<file path="src/sv/lcdns_pkg.sv">
`timescale 1ns / 1ps
// Package for the character LCD nibble sequencer.
// Holds request codes, register indexes, sequence constants and the
// controller/datapath interface types. No dependencies.
package lcdns_pkg;

	// Request codes
	typedef enum logic [1:0] {
		OP_INIT    = 2'd0,
		OP_COMMAND = 2'd1,
		OP_DATA    = 2'd2,
		OP_MOVE    = 2'd3
	} op_t;

	// Configuration register indexes
	typedef enum logic [1:0] {
		REG_ENABLE_HALF = 2'd0,
		REG_BYTE_SETTLE = 2'd1,
		REG_LONG_CMD    = 2'd2,
		REG_POWER_UP    = 2'd3
	} reg_idx_t;

	// Controller states
	typedef enum logic {
		ST_IDLE,
		ST_RUN
	} state_t;

	localparam int unsigned SETTLE_W = 17;
	localparam int unsigned POWER_W  = 20;
	localparam int unsigned WAIT_W   = 21;
	localparam int unsigned CFG_W    = 20;
	localparam int unsigned STEP_W   = 4;

	// Step layout of the init run: power-up wait, three reset nibbles, the four-bit nibble, four bytes
	localparam logic [STEP_W-1:0] STEP_POWER      = 4'd0;
	localparam logic [STEP_W-1:0] STEP_RESET_A    = 4'd1;
	localparam logic [STEP_W-1:0] STEP_RESET_B    = 4'd2;
	localparam logic [STEP_W-1:0] STEP_RESET_C    = 4'd3;
	localparam logic [STEP_W-1:0] FIRST_BYTE_STEP = 4'd5;
	localparam logic [STEP_W-1:0] INIT_LAST_STEP  = 4'd12;
	localparam logic [STEP_W-1:0] BYTE_LAST_STEP  = 4'd1;

	localparam logic [3:0] RESET_NIBBLE    = 4'h3;
	localparam logic [3:0] FOUR_BIT_NIBBLE = 4'h2;
	localparam logic [WAIT_W-1:0] WAIT_RESET_A = 21'd5000;
	localparam logic [WAIT_W-1:0] WAIT_RESET_B = 21'd150;

	localparam logic [7:0] LONG_CMD_LIMIT = 8'h04;
	localparam logic [7:0] ROW1_BASE      = 8'h80;
	localparam logic [7:0] ROW2_BASE      = 8'hC0;

	// Bytes sent at the end of init: function set, entry mode, display on, clear
	function automatic logic [7:0] init_byte(input logic [1:0] idx);
		logic [7:0] b;
		unique case (idx)
			2'd0:    b = 8'h28;
			2'd1:    b = 8'h06;
			2'd2:    b = 8'h0C;
			default: b = 8'h01;
		endcase
		return b;
	endfunction

	// Controller to datapath
	typedef struct packed {
		logic load;   // capture request, clear step counter
		logic emit;   // register current action, advance step
	} cmd_t;

	// Datapath to controller
	typedef struct packed {
		logic req_empty;  // request on the inputs produces no actions
		logic step_last;  // current step is the final action of the run
	} stat_t;

endpackage

</file>
<file path="src/sv/char_lcd_nibble_sequencer.sv">
`timescale 1ns / 1ps
// Top level of the 4-bit character LCD nibble sequencer.
// Depends on lcdns_pkg, lcdns_ctrl and lcdns_dp.
//
// A request is taken when start is high and busy is low. Busy rises in the
// next cycle, and in the cycle after that the first pin action shows on the
// result ports; each action is shown for one cycle with strobe high, and the
// receiver must take every strobed action. Init gives 13 actions, command,
// data and cursor-move requests give 2, a move to a row other than 1 or 2
// gives none and does not raise busy. One action per cycle is set by the step
// counter in the datapath; a new request may be given in the cycle that shows
// the final action (last high). Config writes are always ready and take
// effect on the next action computed.
module char_lcd_nibble_sequencer (
	input  logic                          clk,
	input  logic                          arst_n,
	input  logic                          start,
	output logic                          busy,
	input  logic [1:0]                    operation,
	input  logic [7:0]                    byte_value,
	input  logic [1:0]                    row,
	input  logic [5:0]                    column,
	input  logic                          cfg_valid,
	output logic                          cfg_ready,
	input  logic [1:0]                    cfg_index,
	input  logic [lcdns_pkg::CFG_W-1:0]   cfg_data,
	output logic                          strobe,
	output logic                          register_select,
	output logic [3:0]                    nibble,
	output logic                          pulse_enable,
	output logic [lcdns_pkg::WAIT_W-1:0]  wait_us,
	output logic                          last
);
	import lcdns_pkg::*;

	cmd_t  cmd;
	stat_t stat;

	assign cfg_ready = 1'b1;

	lcdns_ctrl u_ctrl (
		.clk    (clk),
		.arst_n (arst_n),
		.start  (start),
		.stat   (stat),
		.cmd    (cmd),
		.busy   (busy)
	);

	lcdns_dp u_dp (
		.clk             (clk),
		.arst_n          (arst_n),
		.cmd             (cmd),
		.stat            (stat),
		.operation       (operation),
		.byte_value      (byte_value),
		.row             (row),
		.column          (column),
		.cfg_write       (cfg_valid && cfg_ready),
		.cfg_index       (cfg_index),
		.cfg_data        (cfg_data),
		.strobe          (strobe),
		.register_select (register_select),
		.nibble          (nibble),
		.pulse_enable    (pulse_enable),
		.wait_us         (wait_us),
		.last            (last)
	);

	// A strobed action always comes from a running request
	a_strobe_from_run: assert property (@(posedge clk) disable iff (!arst_n)
		strobe |-> $past(busy))
		else $error("action strobed without a running request");

	// Actions of one run come back to back until the final one
	a_run_contiguous: assert property (@(posedge clk) disable iff (!arst_n)
		(strobe && !last) |=> strobe)
		else $error("gap inside an action run");

	// The final action leaves the block free for the next request
	a_last_frees: assert property (@(posedge clk) disable iff (!arst_n)
		(strobe && last) |-> !busy)
		else $error("still busy on final action");

	// A request with actions starts a run
	a_start_runs: assert property (@(posedge clk) disable iff (!arst_n)
		(start && !busy && !stat.req_empty) |=> (busy && !cmd.load))
		else $error("accepted request did not start a run");

endmodule

</file>
<file path="src/sv/lcdns_ctrl.sv">
`timescale 1ns / 1ps
// Controller state machine for the LCD nibble sequencer.
// Depends on lcdns_pkg.
module lcdns_ctrl (
	input  logic           clk,
	input  logic           arst_n,
	input  logic           start,
	input  lcdns_pkg::stat_t stat,
	output lcdns_pkg::cmd_t  cmd,
	output logic           busy
);
	import lcdns_pkg::*;

	state_t state_q, state_d;

	// State register
	always_ff @(posedge clk or negedge arst_n) begin
		if (!arst_n) begin
			state_q <= ST_IDLE;
		end else begin
			state_q <= state_d;
		end
	end

	// Next state and commands
	always_comb begin
		state_d  = state_q;
		cmd.load = 1'b0;
		cmd.emit = 1'b0;
		busy     = 1'b0;
		unique case (state_q)
			ST_IDLE: begin
				if (start) begin
					cmd.load = 1'b1;
					if (!stat.req_empty) begin
						state_d = ST_RUN;
					end
				end
			end
			ST_RUN: begin
				busy     = 1'b1;
				cmd.emit = 1'b1;
				if (stat.step_last) begin
					state_d = ST_IDLE;
				end
			end
			default: state_d = ST_IDLE;
		endcase
	end

endmodule

</file>
<file path="src/sv/lcdns_dp.sv">
`timescale 1ns / 1ps
// Datapath for the LCD nibble sequencer: configuration registers, request
// capture, step counter, action decode and result register. Depends on lcdns_pkg.
module lcdns_dp (
	input  logic                                clk,
	input  logic                                arst_n,
	input  lcdns_pkg::cmd_t                     cmd,
	output lcdns_pkg::stat_t                    stat,
	input  logic [1:0]                          operation,
	input  logic [7:0]                          byte_value,
	input  logic [1:0]                          row,
	input  logic [5:0]                          column,
	input  logic                                cfg_write,
	input  logic [1:0]                          cfg_index,
	input  logic [lcdns_pkg::CFG_W-1:0]         cfg_data,
	output logic                                strobe,
	output logic                                register_select,
	output logic [3:0]                          nibble,
	output logic                                pulse_enable,
	output logic [lcdns_pkg::WAIT_W-1:0]        wait_us,
	output logic                                last
);
	import lcdns_pkg::*;

	logic [SETTLE_W-1:0] settle_q;
	logic [SETTLE_W-1:0] long_q;
	logic [POWER_W-1:0]  power_q;

	op_t               op_q;
	logic [7:0]        byte_q;
	logic [STEP_W-1:0] step_q;

	logic              strobe_q;
	logic              rs_q;
	logic [3:0]        nib_q;
	logic              pulse_q;
	logic [WAIT_W-1:0] wait_q;
	logic              last_q;

	op_t               op_in;
	logic [7:0]        move_base;
	logic [7:0]        load_byte;
	logic              req_empty_w;
	logic              init_w;
	logic              rs_w;
	logic [STEP_W-1:0] byte_step;
	logic [7:0]        cur_byte;
	logic              lo_half;
	logic              long_w;
	logic [WAIT_W-1:0] byte_wait;
	logic [3:0]        nib_w;
	logic              pulse_w;
	logic [WAIT_W-1:0] wait_w;
	logic              last_w;

	// Configuration registers; E pulse timing is applied by the pin driver,
	// so index REG_ENABLE_HALF is taken and has no effect here
	always_ff @(posedge clk or negedge arst_n) begin
		if (!arst_n) begin
			settle_q <= 17'd50;
			long_q   <= 17'd2000;
			power_q  <= 20'd50000;
		end else if (cfg_write) begin
			unique case (reg_idx_t'(cfg_index))
				REG_BYTE_SETTLE: settle_q <= cfg_data[SETTLE_W-1:0];
				REG_LONG_CMD:    long_q   <= cfg_data[SETTLE_W-1:0];
				REG_POWER_UP:    power_q  <= cfg_data[POWER_W-1:0];
				default:         ;
			endcase
		end
	end

	// Request decode: move becomes a set-address command byte
	always_comb begin
		op_in       = op_t'(operation);
		move_base   = (row == 2'd1) ? ROW1_BASE : ROW2_BASE;
		load_byte   = (op_in == OP_MOVE) ? (move_base + {2'b00, column} - 8'd1) : byte_value;
		req_empty_w = (op_in == OP_MOVE) && (row != 2'd1) && (row != 2'd2);
	end

	// Request and step registers
	always_ff @(posedge clk or negedge arst_n) begin
		if (!arst_n) begin
			op_q   <= OP_INIT;
			step_q <= '0;
		end else if (cmd.load) begin
			op_q   <= op_in;
			step_q <= '0;
		end else if (cmd.emit) begin
			step_q <= step_q + 4'd1;
		end
	end

	always_ff @(posedge clk) begin
		if (cmd.load) begin
			byte_q <= load_byte;
		end
	end

	// Action for the current step
	always_comb begin
		init_w    = (op_q == OP_INIT);
		rs_w      = (op_q == OP_DATA);
		byte_step = step_q - FIRST_BYTE_STEP;
		cur_byte  = init_w ? init_byte(byte_step[2:1]) : byte_q;
		lo_half   = init_w ? byte_step[0] : step_q[0];
		long_w    = !rs_w && (cur_byte < LONG_CMD_LIMIT);
		byte_wait = {4'b0, settle_q} + (long_w ? {4'b0, long_q} : '0);
		nib_w     = lo_half ? cur_byte[3:0] : cur_byte[7:4];
		pulse_w   = 1'b1;
		wait_w    = lo_half ? byte_wait : '0;
		if (init_w && (step_q < FIRST_BYTE_STEP)) begin
			unique case (step_q)
				STEP_POWER: begin
					nib_w   = 4'h0;
					pulse_w = 1'b0;
					wait_w  = {1'b0, power_q};
				end
				STEP_RESET_A: begin
					nib_w  = RESET_NIBBLE;
					wait_w = WAIT_RESET_A;
				end
				STEP_RESET_B: begin
					nib_w  = RESET_NIBBLE;
					wait_w = WAIT_RESET_B;
				end
				STEP_RESET_C: begin
					nib_w  = RESET_NIBBLE;
					wait_w = '0;
				end
				default: begin
					nib_w  = FOUR_BIT_NIBBLE;
					wait_w = '0;
				end
			endcase
		end
		last_w = init_w ? (step_q == INIT_LAST_STEP) : (step_q == BYTE_LAST_STEP);
	end

	// Status back to the controller
	assign stat = '{req_empty: req_empty_w, step_last: last_w};

	// Result register: one strobe cycle per action
	always_ff @(posedge clk or negedge arst_n) begin
		if (!arst_n) begin
			strobe_q <= 1'b0;
		end else begin
			strobe_q <= cmd.emit;
		end
	end

	always_ff @(posedge clk) begin
		if (cmd.emit) begin
			rs_q    <= rs_w;
			nib_q   <= nib_w;
			pulse_q <= pulse_w;
			wait_q  <= wait_w;
			last_q  <= last_w;
		end
	end

	assign strobe          = strobe_q;
	assign register_select = rs_q;
	assign nibble          = nib_q;
	assign pulse_enable    = pulse_q;
	assign wait_us         = wait_q;
	assign last            = last_q;

endmodule
</file>
<file path="config.mk">
export PLATFORM = sky130hd
export DESIGN_NAME = char_lcd_nibble_sequencer
export DESIGN_NICKNAME = d
export VERILOG_FILES = /design/src/sv/lcdns_pkg.sv /design/src/sv/char_lcd_nibble_sequencer.sv /design/src/sv/lcdns_ctrl.sv /design/src/sv/lcdns_dp.sv
export SDC_FILE = /design/constraint.sdc
export NUM_CORES = 1
export LEC_CHECK = 0
export BUFFER_PORTS_ARGS = -buffer_cell sky130_fd_sc_hd__buf_4
export CAP_MARGIN = 20
export CELL_PAD_IN_SITES_DETAIL_PLACEMENT = 0
export CELL_PAD_IN_SITES_GLOBAL_PLACEMENT = 1
export CORE_ASPECT_RATIO = 0.7
export CORE_MARGIN = 2
export CORE_UTILIZATION = 46
export DETAILED_ROUTE_END_ITERATION = 10
export PLACE_DENSITY_LB_ADDON = 0.1
export SETUP_SLACK_MARGIN = 0.1
export SLEW_MARGIN = 20
export SYNTH_ARGS = -nofsm -noshare
export SYNTH_HDL_FRONTEND = slang
export SYNTH_HIERARCHICAL = 1
export SYNTH_SLANG_ARGS = --single-unit
</file>
<file path="constraint.sdc">
create_clock -name clk -period 5.57 [get_ports clk]
set_input_delay 0.557 -clock clk [delete_from_list [all_inputs] [get_ports clk]]
set_output_delay 0.557 -clock clk [all_outputs]
set_load 0.02 [all_outputs]
</file>
# Word level (Yosys, flattened, before mapping)
# Cells that the tools add are included.
[totals]
elab_cells = 71
reg_bits = 98
out_inout_bits = 31
input_bits = 44
[classes]
reduce_logical = 13
n_eq_ne = 14
n_bitwise = 1
muxes = 23
magnitude_cmp = 2
add_sub_neg = 5
[op_table]
columns = ["op", "count"]
rows = [
  ["20-bit one-hot mux with 3 select lines", 1],
  ["21-bit 2-to-1 mux", 2],
  ["17-bit by 21-bit adder with 21-bit output", 1],
  ["6-bit one-hot mux with 3 select lines", 1],
  ["17-bit 2-to-1 mux", 1],
  ["4-bit 2-to-1 mux", 4],
  ["8-bit 2-to-1 mux", 2],
  ["2-bit equality test (second input constant)", 5],
  ["1-bit 2-to-1 mux", 9],
  ["8-bit by 6-bit adder with 8-bit output", 1],
  ["4-bit by 2-bit equality test with 1-bit output (second input constant)", 2],
  ["8-bit by 3-bit less-than comparator with 1-bit output (second input constant)", 1],
  ["8-bit by 1-bit subtractor with 8-bit output (second input constant)", 1],
  ["7-bit 2-to-1 mux", 1],
  ["2-bit by 1-bit equality test with 1-bit output (second input constant)", 3],
  ["2-bit AND reduction", 3],
  ["4-bit by 1-bit adder with 4-bit output (second input constant)", 1],
  ["4-bit by 1-bit equality test with 1-bit output (second input constant)", 1],
  ["4-bit equality test (second input constant)", 1],
  ["1-bit logical AND", 4],
  ["2-bit logical NOT", 2],
  ["4-bit logical NOT", 1],
  ["4-bit by 3-bit less-than comparator with 1-bit output (second input constant)", 1],
  ["2-bit one-hot mux with 2 select lines", 1],
  ["other kinds (8)", 8],
]

# Depth between registers and ports, before layout
# Gate-level depths: netlist (run 1).
[depth]
word_depth = 10
ltp_mapped = 19
ltp_nobuf = 16

# Cells and area by module
# The synthesis (run 1) kept the hierarchy.
[modules_own_cells]
columns = ["module", "cells_each", "seq_area_each_um2", "n_inst", "area_per_inst_um2"]
rows = [
  ["lcdns_dp", 426, 2596.2, 1, 5124.9],
  ["lcdns_ctrl", 6, 25.0, 1, 62.6],
  ["char_lcd_nibble_sequencer", 2, 0.0, 1, 11.3],
]

# Worst setup path before layout (run 1)
# OpenSTA, ideal clock, no wires.
[synth_timing]
kind = "reg2reg"
start = "register u_dp.step_q[0]"
end = "register u_dp.wait_q[10], in the netlist u_dp/wait_us[10] (data pin)"
t_required_ns = 5.435
arrival_ns = 4.069
path_stages_with_launch = 20
setup_time_ns = 0.135
path_buffers = 3
path_slack_ns = 1.367
cell_sequence = "dfrtp_1 -> buf_6 -> inv_1 -> ha_1 -> clkbuf_1 -> xnor2_1 -> inv_1 -> ha_1 -> o41ai_4 -> buf_2 -> and2_1 -> ha_1 -> inv_1 -> fa_1 -> nor2b_4 -> o31ai_2 -> a21oi_2 -> a21oi_1 -> or4b_1 -> nand3_1"
[synth_via]
elab_chain_len = 10
[synth_lines]
columns = ["element", "line", "rtl"]
rows = [
  ["from (decl)", "lcdns_dp.sv:31", "logic [STEP_W-1:0] step_q;"],
  ["from (signal assigned)", "lcdns_dp.sv:90", "step_q <= step_q + 4'd1;"],
  ["3-bit subtractor", "lcdns_dp.sv:104", "byte_step = step_q - FIRST_BYTE_STEP;"],
  ["2-bit equality test, or another cell as far along", "lcdns_pkg.sv:56", "unique case (idx)"],
  ["6-bit one-hot mux with 3 select lines", "lcdns_pkg.sv:56", ""],
  ["8-bit 2-to-1 mux", "lcdns_dp.sv:105", "cur_byte = init_w ? init_byte(byte_step[2:1]) : byte_q;"],
  ["8-bit by 3-bit less-than comparator with 1-bit output", "lcdns_dp.sv:107", "long_w = !rs_w && (cur_byte < LONG_CMD_LIMIT);"],
  ["1-bit logical AND", "lcdns_dp.sv:107", ""],
  ["17-bit 2-to-1 mux", "lcdns_dp.sv:108", "byte_wait = {4'b0, settle_q} + (long_w ? {4'b0, long_q} : '0);"],
  ["17-bit by 21-bit adder with 21-bit output", "lcdns_dp.sv:108", ""],
  ["21-bit 2-to-1 mux", "lcdns_dp.sv:111", "wait_w = lo_half ? byte_wait : '0;"],
  ["21-bit 2-to-1 mux *", "lcdns_dp.sv:112", "if (init_w && (step_q < FIRST_BYTE_STEP)) begin"],
  ["named net u_dp.wait_w[10]", "lcdns_dp.sv:53", "logic [WAIT_W-1:0] wait_w;"],
  ["to (signal assigned)", "lcdns_dp.sv:157", "wait_q <= wait_w;"],
  ["to (decl)", "lcdns_dp.sv:37", "logic [WAIT_W-1:0] wait_q;"],
]
# The timed path passes the listed nets; every way through them passes the cells marked *.
# A chain may end at the register's enable or synchronous reset.

# Final worst setup path (run 1)
[layout_timing]
start = "register u_dp.step_q[0]"
end = "register u_dp.wait_q[16], in the netlist u_dp/wait_us[16] (data pin)"
# Same word-level chain as after synthesis.

==> results_dict.tcl, run 1 <==
set metrics [dict create \
    gp_congestion 0.880 \
    wl_um 11900 \
    fmax_ghz 0.218 \
    cts_hold_buf 0 \
    crit_required_ps 5640 \
    syn_inst 434 \
    dr.pass1.iters 4 \
    end_kind "flip-flop" \
    die_w_um 131 \
    fin_crit_ps 4580 \
    io_pins 75 \
    insertion_delay_ps 340 \
    insertedDiodeCount 0 \
    drv_cap 0 \
    rr_worst_depth 17 \
    track_usage_pct 21.1 \
    synth_ff_type "dfrtp_1" \
    cpMaxStageDelayCell "dfrtp_1" \
    p_sw_w 0.00119 \
    die_y_um 92.9 \
    slew_viol_final 0 \
    crit_type "flip-flop to flip-flop" \
    dieArea_mm2 0.0122 \
    drt-initial-drc-count 212 \
    synth_top_family_by_area "multiplexers" \
    r2r-start "u_dp/step_q[0]$_DFFE_PN0P_" \
    grt_max_degree 63 \
    synth.lib_cells_used.distinct 65 \
    cts_setup_buffers 0 \
    htreeDepth 3 \
    irDropWorstVdd_mv 0.200 \
    crit_chain "inv_1, ha_1, xnor2_1, inv_1, ha_1, o41ai_4, buf_4, and2_1, ha_1, inv_1, fa_1, nor2b_4, o31ai_2, a2111oi_4, a21oi_2, xor2_1, o21ai_1" \
    synth_area_mm2 0.00520 \
    dp_hpwl_um 8450 \
    start_util_pct 47.2 \
    p_comb_share_pct 43.5 \
    rsz0062_at_grt "no" \
    clk_path_buf_depth 2 \
    grt_pass1_vias 3556 \
    final_common_cell "buf_4" \
    grt-ovfl-total 0 \
    grt_pass1_wl_um 19100 \
    core-area_mm2 0.0110 \
    clkSinkCount 97 \
    p_clk_share_pct 19.6 \
    setup_viol 0 \
    drc 0 \
    final_cell_mix "buf_4, mux2_2, dfrtp_1, edfxtp_1" \
    worstMarginPinSlew_ps 792 \
    hold_viol 0 \
    stdcell_area_mm2 0.00616 \
    post-route-period-util_pct 82.2 \
    final_antenna_net_count 0 \
    p_leak_nw 2.63 \
    vias_per_cell 5.34 \
    status "complete, no violations" \
    path_delay_family "adder cells" \
    post_cts_resized 0 \
    p_per_area_mw_per_mm2 508 \
    cts-root-buf "clkbuf_16" \
    rr_endpoint "u_dp/wait_us[16]$_DFFE_PP_" \
    synth_adder_area_share_pct 6.40 \
    area_growth_pct 18.5 \
    synth_compound_area_share_pct 12.3 \
    hold_class "input port to async pin" \
    portBuffers 72 \
    final_nets 571 \
    reg2reg_slack_ps 990 \
    cts_tree "built" \
    synth_edf_count 35 \
    intPower_w 0.00194 \
    antenna_found_initial 0 \
    synthesis.nets 504 \
    slowest_delay_ps 560 \
    rows 32 \
    p_seq_share_pct 36.8 \
    synthSimpleGateAreaFrac_pct 10.5 \
    startpoint_type "flip-flop" \
    finalClockSkew_ps 5.07 \
    max_slew_margin_pct 47.2 \
    switching_share_pct 37.9 \
    synth_mux_area_share_pct 13.6 \
    path_max_fanout 17 \
    synthArstFlopShare_pct 63.9 \
    placed_area_mm2 0.00584 \
    cts-buffers-inserted 9 \
    synth_seq_cells 97 \
    finalSetupTns_ps 0 \
    critPathBufInv 4 \
    drive_above_1_share_pct 35.2 \
    ys_warn_count 6 \
    synth.yosys.seq_area_share_pct 50.4 \
    syn_avg_cell_area_um2 12.0 \
    cp.arrival_ps 4650 \
    synth_xor_xnor_area_share_pct 3.37 \
    vias 3518 \
    cts.clk_slew.worst_paths_ps 60 \
    critical_path_depth 17 \
    wl_per_cell_um 18.0 \
]
## worst reg2reg max path, delay by kind of cell, from the launching register on
family                     cells  cell delay (ps)
AOI/OAI and AO/OA              5             1040
xor gates and xnor gates       2              420
adders and majority gates      4             1280
buffers and inverters          4              670
DFF                            1              560
and+or+nand+nor                2              320
## kinds of logic after synthesis
family,Yosys count
flops,97
compound gates,91
fa+ha+maj,26
xor+xnor,20
simple gates,101
mux,61
other cells,2
buf+inv,36
## cell type report
cell class                 instances  area [µm²]
tap                              153         191
fill                             930        4850
sequential                        97        2620
clock inverter                     1        8.76
inverter                          15        56.3
timing repair buffer              77         586
multi-input combinational        301        2400
clock buffer                      15         290
## synth_stat cells (3+ instances only)
cell      number  area share [%]
a211oi_1       3            0.43
a21o_1         6            0.87
a21oi_1       24             2.3
a221oi_1       3            0.51
a22o_1         3            0.51
a31oi_1        4            0.48
and2_1        19             2.3
and3_1         3            0.36
buf_2          9            0.87
buf_4          5            0.72
clkbuf_1       6            0.43
dfrtp_1       47              23
dfstp_2       15             7.6
edfxtp_1      35              20
ha_1          25             6.0
inv_1         15             1.1
mux2_2        57              12
nand2_1       25             1.8
nand3_1       10            0.96
nand4_1        4            0.48
nor2_1        15             1.1
nor3_1         6            0.58
o21a_1         4            0.58
o21ai_0       17             1.6
o22ai_1        6            0.72
xnor2_1        9             1.5
xor2_1        11             1.9
## flip-flops by register name, summed over array words and instances, names as in the netlist
| register | flops |
|---|---|
| u_dp/power_q | 20 |
| u_dp/last | 1 |
| u_dp/byte_q | 8 |
| u_dp/step_q | 4 |
| u_dp/long_q | 17 |
| u_dp/op_q | 2 |
| u_dp/strobe | 1 |
| u_dp/wait_us | 20 |
| u_dp/settle_q | 17 |
| u_dp/pulse_enable | 1 |
| u_dp/register_select | 1 |
| u_dp/nibble | 4 |
| u_ctrl/state_q | 1 |
## layer usage
layer  part of all wire (%)  global-route usage [%]
met5                      0                       0
met2                     44                    30.7
met4                   0.94                    4.79
met1                     50                    32.2
met3                    5.0                    4.51
## worst max-delay path by stage
stage,start,to
2_1_floorplan,u_dp/step_q[0]$_DFFE_PN0P_,u_dp/wait_us[10]$_DFFE_PP_
3_3_place_gp,u_dp/step_q[0]$_DFFE_PN0P_,u_dp/wait_us[16]$_DFFE_PP_
3_5_place_dp,u_dp/step_q[0]$_DFFE_PN0P_,u_dp/wait_us[10]$_DFFE_PP_
4_1_cts,u_dp/step_q[0]$_DFFE_PN0P_,u_dp/wait_us[10]$_DFFE_PP_
5_1_grt,u_dp/step_q[0]$_DFFE_PN0P_,u_dp/wait_us[16]$_DFFE_PP_
6_report,u_dp/step_q[0]$_DFFE_PN0P_,u_dp/wait_us[16]$_DFFE_PP_
## power groups by stage
stage          registers, W  logic (W)  clock network (W)
6_report            0.00115    0.00136           0.000614
5_1_grt             0.00118    0.00148           0.000665
4_1_cts             0.00115    0.00136           0.000631
3_5_place_dp        0.00117    0.00135                  0
3_3_place_gp        0.00116    0.00133                  0
2_1_floorplan       0.00125   0.000829                  0
## through the flow
step	utilization, %	total power (W)	worst slack, ps	hold slack (ps)	instances
floorplan	-	0.00208	1370	261	434
global placement	53.0	0.00249	1250	479	641
detailed placement	53.0	0.00251	1080	489	641
CTS	55.7	0.00314	1010	326	657
global route	55.9	0.00332	665	362	659
finish	55.9	0.00313	992	285	659
(Power assumes the default switching activity.)
==> run 2, diff against run 1 <==
==> constraint.sdc (replaced) <==
create_clock -name clk -period 4.8 [get_ports clk]
set_input_delay 0.48 -clock clk [delete_from_list [all_inputs] [get_ports clk]]
set_output_delay 0.48 -clock clk [all_outputs]
set_load 0.02 [all_outputs]
==> results_dict.tcl, run 2 (synthesized netlist as in run 1, its figures left out) <==
set metrics [dict create \
    cts_setup_buffers 0 \
    end_kind "flip-flop" \
    die_y_um 92.9 \
    p_seq_share_pct 36.9 \
    startpoint_type "flip-flop" \
    drive_above_1_share_pct 36.0 \
    cp.arrival_ps 4610 \
    cts-buffers-inserted 9 \
    insertedDiodeCount 0 \
    clk_path_buf_depth 2 \
    start_util_pct 47.2 \
    finalClockSkew_ps 7.51 \
    fmax_ghz 0.228 \
    rr_worst_depth 17 \
    hold_ws_ps 199 \
    dieArea_mm2 0.0122 \
    crit_type "flip-flop to flip-flop" \
    vias_per_cell 5.47 \
    placed_area_mm2 0.00584 \
    cts.clk_slew.worst_paths_ps 70 \
    irDropWorstVdd_mv 0.264 \
    path_max_fanout 17 \
    gp_congestion 0.909 \
    switching_share_pct 38.5 \
    insertion_delay_ps 350 \
    finalSetupTns_ps 0 \
    io_pins 75 \
    die_w_um 131 \
    grt_pass1_wl_um 19200 \
    area_growth_pct 18.5 \
    intPower_w 0.00223 \
    hold_viol 0 \
    p_clk_share_pct 19.6 \
    wl_per_cell_um 18.2 \
    portBuffers 72 \
    p_comb_share_pct 43.5 \
    slew_viol_final 0 \
    htreeDepth 3 \
    final_antenna_net_count 0 \
    p_per_area_mw_per_mm2 588 \
    rows 32 \
    p_sw_w 0.00139 \
    rsz0062_at_grt "no" \
    grt_pass1_vias 3478 \
    crit_required_ps 5020 \
    post-route-period-util_pct 91.4 \
    totalPowerFinal_w 0.00362 \
    drc 0 \
    status "complete, no violations" \
    antenna_found_initial 0 \
    drt-initial-drc-count 315 \
    cts-root-buf "clkbuf_16" \
    wl_um 12000 \
    worstMarginPinSlew_ps 823 \
    cts_tree "built" \
    track_usage_pct 21.2 \
    hold_class "input port to async pin" \
    dp_hpwl_um 8340 \
    drv_cap 0 \
    grt-ovfl-total 0 \
    reg2reg_slack_ps 410 \
    core-area_mm2 0.0110 \
    max_slew_margin_pct 45.1 \
    p_leak_nw 2.62 \
    clkSinkCount 97 \
    final_common_cell "buf_4" \
    setup_viol 0 \
    vias 3604 \
    fin_crit_ps 4390 \
    grt_max_degree 63 \
    dr.pass1.iters 5 \
    final_cell_mix "buf_4, mux2_2, dfrtp_1, edfxtp_1, nand2_1" \
    stdcell_area_mm2 0.00616 \
    cts_hold_buf 0 \
    final_nets 571 \
]
## run 2: layout make-up
class	count	area, µm²
clock buffers	12	258
clock inverters	4	33.8
fillers	973	4850
inverters	15	56.3
multi-input cells	301	2410
flip-flops and latches	97	2620
well taps	153	191
repair buffers	77	589
## run 2: path summary, 6_finish.rpt
path,start,end
worst max-delay path,u_dp/step_q[0]$_DFFE_PN0P_,u_dp/wait_us[10]$_DFFE_PP_
worst min-delay path,arst_n,u_ctrl/state_q$_DFF_PN0_
worst max register to register,u_dp/step_q[0]$_DFFE_PN0P_,u_dp/wait_us[10]$_DFFE_PP_
worst min register to register,u_dp/long_q[15]$_DFFE_PN0P_,u_dp/long_q[15]$_DFFE_PN0P_
max in group asynchronous,arst_n,u_dp/step_q[0]$_DFFE_PN0P_
min in group clk,cfg_data[19],u_dp/power_q[19]$_DFFE_PN0P_
## run 2: per-layer routing
layer	vias to the layer above	part of all wire (%)	global-route usage (%)
met1	1781	50	33.1
li1	1714	-	-
met5	-	0	0
met2	98	43	29.4
met4	0	1.0	5.05
met3	11	5.3	4.97
## run 2: what timing repair did
action | CTS | global route
gates resized for setup | 0 | 2
setup endpoints to repair | 0 | 8
endpoints found under the hold margin | 0 | 0
## run 2: per-stage QoR
step | setup WS (ps) | std cells | utilization, %
after floorplan | 597 | 434 | -
after global routing | 122 | 659 | 55.9
after global placement | 477 | 641 | 53.0
after detailed placement | 282 | 641 | 53.0
after CTS | 259 | 657 | 55.7
final | 411 | 659 | 55.9
## run 2: critical path, stage by stage (launching register included)
cell and delay (ps):
dfrtp_2 490, inv_1 250, ha_2 390, xnor2_1 180, inv_1 90, ha_1 230, o41ai_4 340, buf_4 270
and2_1 150, ha_1 190, inv_1 70, fa_1 440, nor2b_4 160, o31ai_2 110, a21oi_2 200, a21oi_1 110
or4b_1 490, nand3_1 80
## run 2: power groups by stage
stage               registers [W]  clock network (W)  logic (W)
floorplan                 0.00146                  0   0.000962
global placement          0.00135                  0    0.00155
detailed placement        0.00135                  0    0.00156
CTS                       0.00134           0.000727    0.00157
global route              0.00137           0.000757    0.00173
finish                    0.00134           0.000709    0.00158
